--- config.mk ---
export PLATFORM = sky130hd
export DESIGN_NAME = gou_front
export DESIGN_NICKNAME = d
export VERILOG_FILES = /design/src/sv/gradient_optimizer_update_macros.svh /design/src/sv/gou_pkg.sv /design/src/sv/gou_front.sv
export SDC_FILE = /design/constraint.sdc
export NUM_CORES = 1
export LEC_CHECK = 0
export BUFFER_PORTS_ARGS = -buffer_cell sky130_fd_sc_hd__buf_2
export CORE_UTILIZATION = 30
export DETAILED_ROUTE_END_ITERATION = 16
export GPL_TIMING_DRIVEN = 0
export PLACE_DENSITY = 0.44
export SETUP_SLACK_MARGIN = 0.02
export SYNTH_ARGS = -nofsm -noshare
export SYNTH_HDL_FRONTEND = slang
export SYNTH_SLANG_ARGS = --single-unit
export TNS_END_PERCENT = 100
--- constraint.sdc ---
create_clock -name aclk -period 4.01 [get_ports aclk]
set_input_delay 0.2005 -clock aclk [delete_from_list [all_inputs] [get_ports aclk]]
set_output_delay 0.2005 -clock aclk [all_outputs]
set_load 0.005 [all_outputs]
--- src/sv/gradient_optimizer_update_macros.svh ---
// Assertion macros for the gradient optimizer update block.
// Clocked on aclk, disabled while aresetn is low; no other dependencies.
`ifndef GRADIENT_OPTIMIZER_UPDATE_MACROS_SVH
`define GRADIENT_OPTIMIZER_UPDATE_MACROS_SVH

// same-cycle implication
`define GOU_ASSERT_NOW(label, ante, cons, msg) \
    label: assert property (@(posedge aclk) disable iff (!aresetn) (ante) |-> (cons)) \
        else $error(msg);

// next-cycle implication
`define GOU_ASSERT_NEXT(label, ante, cons, msg) \
    label: assert property (@(posedge aclk) disable iff (!aresetn) (ante) |=> (cons)) \
        else $error(msg);

`endif

--- src/sv/gou_pkg.sv ---
// Shared types, constants and helpers of the gradient optimizer update block.
// No dependencies.
`default_nettype none

package gou_pkg;

    localparam int CACHE_DEPTH = 4096;
    localparam int CACHE_AW    = $clog2(CACHE_DEPTH);
    localparam int QDEPTH      = 4;
    localparam int QAW         = $clog2(QDEPTH);

    localparam int ISQRT_STEPS = 25;
    localparam int DIV_STEPS   = 48;

    localparam logic [1:0] MODE_SGD  = 2'd0;
    localparam logic [1:0] MODE_MOM  = 2'd1;
    localparam logic [1:0] MODE_RMS  = 2'd2;
    localparam logic [1:0] MODE_RSVD = 2'd3;   // unused, runs as plain SGD

    localparam logic OP_UPDATE = 1'b0;
    localparam logic OP_END    = 1'b1;

    localparam logic [2:0] REG_MODE  = 3'd0;
    localparam logic [2:0] REG_RATE  = 3'd1;
    localparam logic [2:0] REG_MOM   = 3'd2;
    localparam logic [2:0] REG_SQD   = 3'd3;
    localparam logic [2:0] REG_RDEC  = 3'd4;
    localparam logic [2:0] REG_RDEN  = 3'd5;

    localparam logic [15:0] RATE_RESET = 16'd655;
    localparam logic [15:0] COEF_RESET = 16'd58982;
    localparam logic [15:0] RDEC_RESET = 16'd65535;

    typedef enum logic [1:0] {
        K_END,
        K_SGD,
        K_MOM,
        K_RMS
    } kind_t;

    typedef struct packed {
        kind_t              kind;
        logic [11:0]        idx;
        logic signed [31:0] p;
        logic signed [31:0] g;
    } qent_t;

    typedef struct packed {
        logic [1:0]  mode;
        logic [15:0] init_rate;
        logic [15:0] mom_coef;
        logic [15:0] sq_decay;
        logic [15:0] rate_decay;
        logic        decay_en;
    } cfg_t;

    typedef struct packed {
        logic clearing;
    } bstat_t;

    typedef enum logic [3:0] {
        ST_CLEAR,
        ST_IDLE,
        ST_MOM_MUL,
        ST_MOM_ADD,
        ST_STEP_MUL,
        ST_STEP_FIN,
        ST_RMS_SQ,
        ST_RMS_A,
        ST_RMS_B,
        ST_RMS_SUM,
        ST_RMS_NUM,
        ST_SQRT,
        ST_DIV,
        ST_RMS_FIN,
        ST_OUT
    } state_t;

    // cache slot of an element index (depth is a power of two)
    function automatic logic [CACHE_AW-1:0] slot_of(input logic [11:0] idx);
        logic [31:0] w;
        w = 32'(idx);
        return w[CACHE_AW-1:0];
    endfunction

    function automatic logic signed [31:0] sat32(input logic signed [49:0] x);
        logic signed [49:0] hi;
        logic signed [49:0] lo;
        hi = 50'sh7FFF_FFFF;
        lo = -50'sh8000_0000;
        if (x > hi) begin
            return 32'sh7FFF_FFFF;
        end else if (x < lo) begin
            return 32'sh8000_0000;
        end
        return x[31:0];
    endfunction

endpackage

`default_nettype wire

--- src/sv/gou_front.sv ---
// Front end: accepts input words, classifies them and queues them.
// Depends on gou_pkg.
`default_nettype none

module gou_front (
    input  wire logic                aclk,
    input  wire logic                aresetn,
    input  wire logic                s_valid,
    output logic                     s_ready,
    input  wire logic                s_operation,
    input  wire logic [11:0]         s_element_index,
    input  wire logic signed [31:0]  s_weight,
    input  wire logic signed [31:0]  s_gradient,
    input  wire logic [1:0]          mode,
    input  wire gou_pkg::bstat_t     bstat,
    output logic                     q_valid,
    output gou_pkg::qent_t           q_ent,
    input  wire logic                q_pop
);

    gou_pkg::qent_t       qmem_reg [gou_pkg::QDEPTH];
    logic [gou_pkg::QAW-1:0] wptr_reg, rptr_reg;
    logic [gou_pkg::QAW:0]   cnt_reg, cnt_next;
    gou_pkg::kind_t       kind;
    logic                 push;

    always_comb begin
        if (s_operation == gou_pkg::OP_END) begin
            kind = gou_pkg::K_END;
        end else if (mode == gou_pkg::MODE_MOM) begin
            kind = gou_pkg::K_MOM;
        end else if (mode == gou_pkg::MODE_RMS) begin
            kind = gou_pkg::K_RMS;
        end else begin
            kind = gou_pkg::K_SGD;
        end
    end

    assign s_ready = (cnt_reg != (gou_pkg::QAW+1)'(gou_pkg::QDEPTH)) && !bstat.clearing;
    assign push    = s_valid && s_ready;
    assign q_valid = (cnt_reg != '0);
    assign q_ent   = qmem_reg[rptr_reg];

    always_comb begin
        cnt_next = cnt_reg;
        if (push && !q_pop) begin
            cnt_next = cnt_reg + 1'b1;
        end else if (!push && q_pop) begin
            cnt_next = cnt_reg - 1'b1;
        end
    end

    always_ff @(posedge aclk) begin
        if (!aresetn) begin
            wptr_reg <= '0;
            rptr_reg <= '0;
            cnt_reg  <= '0;
        end else begin
            cnt_reg <= cnt_next;
            if (push) begin
                wptr_reg <= wptr_reg + 1'b1;
            end
            if (q_pop) begin
                rptr_reg <= rptr_reg + 1'b1;
            end
        end
    end

    always_ff @(posedge aclk) begin
        if (push) begin
            qmem_reg[wptr_reg] <= '{kind: kind, idx: s_element_index,
                                    p: s_weight, g: s_gradient};
        end
    end

endmodule

`default_nettype wire

==> out/results.tsv, run 1 <==
stage	metric	value	unit
logic_synthesis	synth.ff_latch_count	321	
clock_network	cts_num_sinks	321	
placed_design	place_inst	1145	
placed_design	dp_hpwl	14.5	mm
global_routing	grt_pass1_wl	36.2	mm
clock_network	cts_buffers	36	
setup_path	r2r-start	cnt_reg[1]	
clock_network	cts_tree	done	
floorplanning	die-area	0.0400	mm2
setup_path	critPathArrivalTime	2220	ps
setup_path	cp.required	3810	ps
timing	skew	9.89	ps
floorplanning	core_area	0.0386	mm2
hold_path	holdPathStages	3	
setup_path	cp-start-kind	register	
global_routing	antenna_found_initial	1	
finish	drive_above_1_share	40.7	%
timing	slew_headroom	50.8	%
floorplanning	ios	164	
timing	post-route-period-util	60.5	%
logic_synthesis	syn_inst	461	
finish	area_growth	29.8	%
clock_network	clock_path_buffers	3	
floorplanning	start_util	30.4	%
logic_synthesis	yosys.area.top_type	edfxtp_1	
detailed_routing	wire_per_inst	18.9	um
logic_synthesis	synth_cell_types	24	
floorplanning	die_h	200	um
timing	setup_viol_count_final	0	
hold_path	hp-class	input pin to register	
setup_path	cp-end-kind	output pin	
timing	worst_slack	1590	ps
flow_run	cap_viol_max_count	0	
hold_path	whs_endpoint	rptr_reg[0]	
finish	largest_register_ffs	312	
placed_design	port_buffers	162	
detailed_routing	drt-total-wl	24.3	mm
logic_synthesis	yosys-top-cells-area	edfxtp_1, mux4_2, dfxtp_1	
clock_network	clk_latency	530	ps
detailed_routing	drt-initial-drc-count	226	
detailed_routing	ant_nets	0	
global_routing	grt_max_degree	53	
global_routing	grt_pass1_vias	6273	
timing	clock.fmax	412	MHz
timing	worstMarginPinSlew	738	ps
outcome	status	complete, no violations	
logic_synthesis	yosysTopAreaCellShare	79.6	%
clock_network	clkTransAtPathRegs	60	ps
global_routing	grt-ovfl-total	0	
detailed_routing	post-route-drc-count	0	
logic_synthesis	synth_area	0.0118	mm2
clock_network	h-tree-depth	2	
global_routing	grt_util_all_layers	12.4	%
power_and_ir_drop	peakVddDrop	0.322	mV
logic_synthesis	ys_warn_count	0	
placed_design	place_ws	1620	ps
detailed_routing	first_pass_iters	4	
timing	rsz0062_at_grt	false	
hold_path	worstHoldStart	q_pop	
logic_synthesis	ys_seq_area_share	81.1	%
clock_network	root_buffer	clkbuf_16	
power_and_ir_drop	power_density	507	mW/mm2
timing	fin_hold_ws	71.5	ps
setup_path	reg2reg_depth	8	
setup_path	r2r_setup_slack	1640	ps
logic_synthesis	synth_nets	552	
finish	fin_nets	833	
floorplanning	die_width	200	um
setup_path	path_max_fanout	10	
detailed_routing	vias	5623	
clock_network	cts-resized-gates	0	
finish	instances_no_fill	1286	
power_and_ir_drop	power.leakage	5.14	nW
setup_path	r2r-end	cnt_reg[2]	
detailed_routing	routed_via_density	4.37	
floorplanning	rows	72	
setup_path	worstSetupPathType	register to output pin	
timing	drv_slew	0	
timing	layout_min_cycle_time	2420	ps
placed_design	place_congestion	0.703	
timing	hold_viol_final	0	
logic_synthesis	syn_area_per_cell	25.5	um2
-- report_power, final --
part           internal, mW  switching (mW)
Clock                  1.93            1.28
Sequential             3.80          0.0310
Combinational         0.375           0.339
-- cells by family (layout without fill, tap and decap cells) --
kind of cell / Yosys count / count (layout) / share of synthesized area (%)
flops: 321 / 321 / 81.1
mux: 81 / 81 / 15.2
buf+inv: 24 / 330 / 1.45
simple gates: 20 / 20 / 0.893
fa+ha+maj: 7 / 7 / 0.808
compound gates: 4 / 4 / 0.223
xor+xnor: 4 / 4 / 0.298
other cells: 0 / 1 / 0
-- worst max-delay path by stage --
stage	startpoint	endpoint	slack (ps)	depth (start not counted)
floorplan	cnt_reg[0]	qmem_reg[0][0]	970	3
global placement	cnt_reg[0]	qmem_reg[2][48]	-790	3
detailed placement	cnt_reg[1]	cnt_reg[2]	1620	8
CTS	register	q_ent[59]	1430	5
global route	register	q_ent[42]	1390	5
finish	register	q_ent[59]	1590	5
-- timing repair --
item,in CTS,in global routing
hold endpoints to repair,312,0
hold buffers,77,0
buffers inserted,0,0
-- stage by stage --
step | power [mW] | cell area (um2) | TNS (ps) | util, %
after floorplan | 4.26 | 11800 | 0 | -
after global placement | 4.55 | 13200 | -235820 | 34.2
after detailed placement | 4.58 | 13300 | 0 | 34.5
after CTS | 7.90 | 15300 | 0 | 39.5
after global routing | 8.06 | 15300 | 0 | 39.5
final | 7.75 | 15300 | 0 | 39.5
-- critical path, stage by stage (launching register included) --
cell,delay (ps)
dfxtp_1,310
buf_2,210
buf_2,320
buf_2,340
mux4_2,360
buf_2,150
-- Yosys cell counts --
cell type and instances:
edfxtp_1 312, mux4_2 78, dfxtp_1 9, and2_1 8
clkbuf_1 6, ha_1 6, buf_4 5, inv_1 5
nand2_1 5, buf_2 4, buf_12 3, mux2i_1 3
nor2_1 3, or3_1 2, xnor2_1 2, xor2_1 2
a21boi_0 1, a21oi_1 1, a21oi_2 1, buf_6 1
fa_1 1, nand2b_1 1, nor2b_1 1, o21ai_0 1
-- per-layer routing --
layer | global-route usage, % | part of all wire, % | routed length, um
met5 | 0 | 0 | 0
met4 | 4.92 | 2.2 | 540
met3 | 3.33 | 5.6 | 1360
met2 | 20.4 | 49 | 11900
met1 | 15.7 | 43 | 10400
-- layout make-up --
type                       instances  area (um2)
fill                            3490       23400
sequential                       321        9550
multi-input combinational        116        2060
timing repair buffer             243        1690
clock buffer                      47         983
tap                              518         648
clock inverter                    16         171
buffer                            19         151
inverter                           5        18.8
antenna                            1        2.50
-- cells in the final DEF (no fill, tap or decap), types with 3 or more instances in the layout --
master and n:
ha_1 6, nand2_1 5, dfxtp_1 9, mux4_2 78
and2_1 4, buf_2 166, clkinv_1 5, nor2_1 3
buf_16 4, mux2i_1 3, bufinv_16 3, inv_6 5
and2_4 4, buf_4 5, clkbuf_16 37, buf_12 3
inv_1 5, edfxtp_1 312, dlygate4sd3_1 77, clkbuf_1 14
Power figures use the tool's default switching activity.
==> run 2: changes to the inputs <==
Settings changed: ABC_AREA from default to 1, PLACE_DENSITY 0.44 to 0.46.
Clock period 4.01 ns to 2.1 ns, I/O delays scaled along.
==> out/results.tsv, run 2 <==
stage	metric	value	unit
outcome	status	complete, no violations	
logic_synthesis	synth.ff_latch_count	321	
timing	setup_viol_count_final	0	
floorplanning	die_width	203	um
logic_synthesis	synth_nets	917	
detailed_routing	post-route-drc-count	0	
detailed_routing	vias	7742	
finish	largest_register_ffs	312	
logic_synthesis	synth_most_common_cell	edfxtp_1	
global_routing	grt_util_all_layers	15.2	%
clock_network	clock_path_buffers	3	
clock_network	clkTransAtPathRegs	60	ps
clock_network	cts_tree	done	
setup_path	critPathBufInv	3	
clock_network	cts_buffers	37	
setup_path	cp-end-kind	output pin	
detailed_routing	drt-total-wl	31.0	mm
clock_network	cts_num_sinks	321	
detailed_routing	routed_via_density	4.59	
power_and_ir_drop	total_power	15.3	mW
finish	n_antenna_cell	0	
finish	drive_above_1_share	27.4	%
clock_network	root_buffer	clkbuf_16	
timing	skew	9.87	ps
logic_synthesis	synthTopCellsByCount	edfxtp_1, nor2_1, o21ai_0	
clock_network	h-tree-depth	2	
logic_synthesis	syn_area_per_cell	14.6	um2
placed_design	dpl_cell_area	0.0138	mm2
finish	fin_area	0.0163	mm2
timing	post-route-period-util	94.9	%
logic_synthesis	yosys.area.top_type	edfxtp_1	
logic_synthesis	syn_inst	826	
floorplanning	ios	164	
setup_path	worstSetupPathType	register to output pin	
logic_synthesis	yosysTopAreaCellShare	77.6	%
detailed_routing	ant_nets	0	
timing	slew_headroom	70.7	%
setup_path	critPathArrivalTime	1890	ps
setup_path	reg2reg_depth	7	
setup_path	r2r-end	qmem_reg[1][39]	
detailed_routing	first_pass_iters	5	
placed_design	place_ws	-46.6	ps
power_and_ir_drop	power_density	940	mW/mm2
detailed_routing	drt-initial-drc-count	391	
detailed_routing	highest_layer	met4	
logic_synthesis	synth_cell_types	19	
detailed_routing	met2_wirelength	14.7	mm
finish	n_fill_cell	3745	
setup_path	endpoint	q_ent[39]	
placed_design	place_congestion	0.720	
finish	area_growth	34.7	%
global_routing	grt-ovfl-total	0	
power_and_ir_drop	power.leakage	5.80	nW
global_routing	grt_max_degree	27	
placed_design	port_buffers	163	
logic_synthesis	ys_seq_area_share	79.1	%
setup_path	cp-start-kind	register	
finish	multiInputGateArea	0.00226	mm2
timing	drv_slew	0	
timing	clock.fmax	502	MHz
setup_path	path_max_fanout	10	
setup_path	r2r_setup_slack	190	ps
detailed_routing	wire_per_inst	18.4	um
global_routing	grt_pass1_wl	46.6	mm
timing	tns	0	ps
floorplanning	die_h	203	um
setup_path	cp_slowest_stage_delay	390	ps
global_routing	grt_pass1_vias	7869	
power_and_ir_drop	peakVddDrop	0.560	mV
timing	worstMarginPinSlew	439	ps
detailed_routing	m1WireLength	14.0	mm
flow_run	cap_viol_max_count	0	
timing	worst_slack	107	ps
floorplanning	rows	73	
hold_path	hp-class	input pin to register	
finish	fin_nets	1223	
setup_path	critical_path_depth	5	
setup_path	r2r-start	cnt_reg[1]	
timing	hold_viol_final	0	
logic_synthesis	synth-edff-count	312	
finish	seqCellArea	0.00956	mm2
timing	layout_min_cycle_time	1990	ps
setup_path	slowest_stage	dfxtp_2	
logic_synthesis	ys_warn_count	0	
placed_design	dp_hpwl	18.6	mm
setup_path	crit_chain	buf_12, clkbuf_2, o21ai_0, o22ai_1, buf_2	
timing	rsz0062_at_grt	true	
clock_network	clk_latency	540	ps
logic_synthesis	yosys-top-cells-area	edfxtp_1, nor2_1, o22ai_1	
floorplanning	core_area	0.0397	mm2
finish	final_cell_mix	edfxtp_1, buf_2, nor2_1, o21ai_0, dlygate4sd3_1	
finish	mostFrequentLayoutCell	edfxtp_1	
detailed_routing	routed-wl-met3	1.65	mm
setup_path	cp.required	2000	ps
finish	fin_util	40.9	%
floorplanning	die-area	0.0410	mm2
global_routing	antenna_found_initial	0	
logic_synthesis	synth_area	0.0121	mm2
logic_synthesis	synth_flop_cell	edfxtp_1	
setup_path	path_delay_family	buffers and inverters	
logic_synthesis	async_flop_share	0	%
floorplanning	start_util	30.4	%
-- run 2: worst min path at each step --
stage | depth (start not counted) | slack [ps] | to | start
after floorplan | 0 | 200 | qmem_reg[0][0] | s_gradient[0]
after global placement | 1 | 320 | qmem_reg[2][7] | s_gradient[7]
after detailed placement | 1 | 320 | qmem_reg[0][67] | s_element_index[3]
after CTS | 3 | 6 | qmem_reg[0][77] | mode[0]
after global routing | 3 | 30 | qmem_reg[1][77] | mode[0]
final | 3 | 40 | qmem_reg[3][77] | mode[0]
-- run 2: cell families after synthesis --
kind of cell | Yosys count | synth area share, %
buffers and inverters | 71 | 3.42
adders and majority gates | 7 | 0.788
DFF | 321 | 79.1
AOI/OAI and AO/OA | 241 | 10.8
and+or+nand+nor | 186 | 5.85
-- run 2: power by group --
| group | switching (mW) | internal [mW] | leakage, nW |
|---|---|---|---|
| clock network | 2.47 | 3.97 | 0.595 |
| logic | 0.875 | 0.669 | 2.30 |
| registers | 0.0547 | 7.24 | 2.91 |
| total | 3.40 | 11.9 | 5.80 |
-- run 2: cell type report --
type / instances / share of cell area, %
buffer: 50 / 2.99
tap: 525 / 4.04
timing repair buffer: 267 / 12.2
multi-input combinational: 434 / 13.9
clock buffer: 52 / 6.43
inverter: 21 / 0.546
clock inverter: 16 / 1.13
sequential: 321 / 58.8
-- run 2: routing by layer --
metal	vias to the layer above	global-route usage [%]
met4	0	4.67
li1	3724	-
met2	183	24.6
met1	3782	20.0
met3	53	3.84
met5	-	0
-- run 2: tightest hold or removal path, cell delays in order --
cell and delay [ps]:
buf_2 80, ha_1 120, nor2_1 80
-- run 2: repair_timing --
| action | 4_1_cts | 5_1_grt |
|---|---|---|
| pin swaps | 5 | 5 |
| endpoints found under the hold margin | 321 | 0 |
| setup buffers | 6 | 3 |
| gates resized for setup | 54 | 29 |
| endpoints found under the setup margin | 118 | 28 |
| cloned | 1 | 0 |
| hold buffers | 82 | 0 |
-- run 2: through the flow --
stage                     hold slack, ps  cells
final                               37.6   1686
after global routing                30.3   1686
after CTS                           5.69   1683
after detailed placement             322   1526
after global placement               324   1514
after floorplan                      204    826
==> run 3: changes to the inputs <==
Settings changed: PLACE_DENSITY 0.46 to 0.44.
Clock period 2.1 ns to 2.27 ns, I/O delays scaled along.
==> out/results.tsv, run 3 (same netlist as run 2, synthesis figures left out) <==
stage	metric	value	unit
timing	post-route-period-util	94.2	%
setup_path	critPathArrivalTime	2020	ps
timing	setup_viol_count_final	0	
global_routing	grt_util_all_layers	15.2	%
hold_path	hp-class	input pin to register	
setup_path	crit_path_frequent_cell	buf_4	
finish	n_antenna_cell	0	
floorplanning	die_width	203	um
setup_path	slowest_stage	dfxtp_1	
outcome	status	finished, violations left	
power_and_ir_drop	power_density	847	mW/mm2
floorplanning	rows	73	
power_and_ir_drop	peakVddDrop	0.420	mV
global_routing	grt_max_degree	27	
timing	tns	0	ps
floorplanning	core_area	0.0397	mm2
clock_network	cts_buffers	37	
flow_run	cap_viol_max_count	0	
setup_path	path_max_fanout	10	
global_routing	grt_pass1_vias	7753	
detailed_routing	drt-initial-drc-count	376	
global_routing	antenna_found_initial	0	
finish	mostFrequentLayoutCell	edfxtp_1	
placed_design	dpl_cell_area	0.0138	mm2
finish	final_cell_mix	edfxtp_1, nor2_1, buf_2, o21ai_0, dlygate4sd3_1	
clock_network	clkTransAtPathRegs	60	ps
setup_path	cp_slowest_stage_delay	390	ps
clock_network	cts_num_sinks	321	
global_routing	grt_pass1_wl	46.8	mm
floorplanning	start_util	30.4	%
floorplanning	ios	164	
floorplanning	die-area	0.0410	mm2
setup_path	cp.required	2160	ps
clock_network	h-tree-depth	2	
timing	rsz0062_at_grt	false	
clock_network	root_buffer	clkbuf_16	
finish	fin_area	0.0158	mm2
floorplanning	die_h	203	um
placed_design	port_buffers	163	
placed_design	place_ws	87.8	ps
timing	worstMarginPinSlew	807	ps
timing	layout_min_cycle_time	2140	ps
detailed_routing	routed_via_density	4.57	
finish	area_growth	31.0	%
setup_path	cp-end-kind	output pin	
setup_path	crit_chain	buf_6, buf_4, buf_4, nor2_1, o22ai_1, buf_2	
detailed_routing	vias	7643	
timing	skew	22.9	ps
power_and_ir_drop	power.leakage	5.60	nW
timing	hold_viol_final	0	
global_routing	grt-ovfl-total	0	
clock_network	clk_latency	550	ps
timing	clock.fmax	468	MHz
timing	slew_headroom	46.1	%
finish	fin_nets	1215	
placed_design	dp_hpwl	18.8	mm
detailed_routing	wire_per_inst	18.4	um
placed_design	place_congestion	0.718	
outcome	violations	DRC	
clock_network	clock_path_buffers	3	
timing	worst_slack	132	ps
timing	drv_slew	0	
detailed_routing	first_pass_iters	11	
detailed_routing	post-route-drc-count	2	
finish	n_fill_cell	3818	
detailed_routing	drt-total-wl	30.9	mm
finish	drive_above_1_share	25.0	%
setup_path	worstSetupPathType	register to output pin	
timing	fin_hold_ws	35.2	ps
detailed_routing	ant_nets	0	
clock_network	cts_tree	done	
setup_path	cp-start-kind	register	
finish	largest_register_ffs	312	
[run 3: cell types whose count changed in the layout (fill, tap and decap cells not counted), moves of 3 or more]
cell,previous run,this run
clkinv_1,4,10
bufinv_16,4,0
o22ai_1,61,74
clkbuf_8,3,0
clkbuf_2,16,20
buf_12,15,11
o22ai_2,17,4
buf_8,7,0
[run 3: metal layers]
metal / vias to the layer above / wire (um) / track usage, %
met2: 168 / 14500 / 24.4
met5: - / 0 / 0
li1: 3702 / - / -
met1: 3735 / 14300 / 20.6
met4: 0 / 644 / 5.32
met3: 38 / 1330 / 3.00
[run 3: power breakdown]
group / total (mW) / internal, mW / switching [mW]
Sequential: 6.74 / 6.69 / 0.0484
Clock: 5.29 / 3.00 / 2.29
Combinational: 1.35 / 0.553 / 0.793
Total: 13.4 / 10.2 / 3.13
[run 3: per-stage QoR]
stage | power, mW | instances | utilization (%)
finish | 13.4 | 1674 | 39.8
detailed placement | 8.11 | 1526 | 34.8
global placement | 8.08 | 1514 | 34.2
CTS | 13.6 | 1673 | 39.7
floorplan | 7.46 | 826 | -
global route | 13.9 | 1674 | 39.8
[run 3: area by class of cell]
class / instances / area (um2) / share of cell area [%]
Buffer: 50 / 359 / 2.27
Clock buffer: 44 / 952 / 6.03
Clock inverter: 20 / 118 / 0.744
Inverter: 21 / 81.3 / 0.515
Multi-Input combinational cell: 434 / 2180 / 13.8
Sequential cell: 321 / 9560 / 60.5
Tap cell: 525 / 657 / 4.16
Timing Repair Buffer: 259 / 1900 / 12.0
[run 3: final timing paths]
| path | cells after the start | to | startpoint | slack [ps] |
|---|---|---|---|---|
| worst min register to register | 1 | register | rptr_reg[1] | 450 |
| worst min-delay path | 3 | qmem_reg[2][76] | mode[0] | 40 |
| worst max-delay path | 6 | q_ent[55] | register | 130 |
| worst max register to register | 6 | qmem_reg[3][47] | cnt_reg[0] | 170 |
[run 3: what timing repair did]
action                                  in CTS  in global routing
pin swaps                                    0                  1
hold endpoints to repair                   321                  0
setup buffers                                0                  1
resized for setup                           17                 12
hold buffers                                83                  0
endpoints found under the setup margin      71                 49
[run 3: worst max-delay path, delay by kind of cell, from the launching register on]
family / cells / cell delay, ps
compound gates: 1 / 210
buf+inv: 4 / 800
flops: 1 / 390
simple gates: 1 / 70
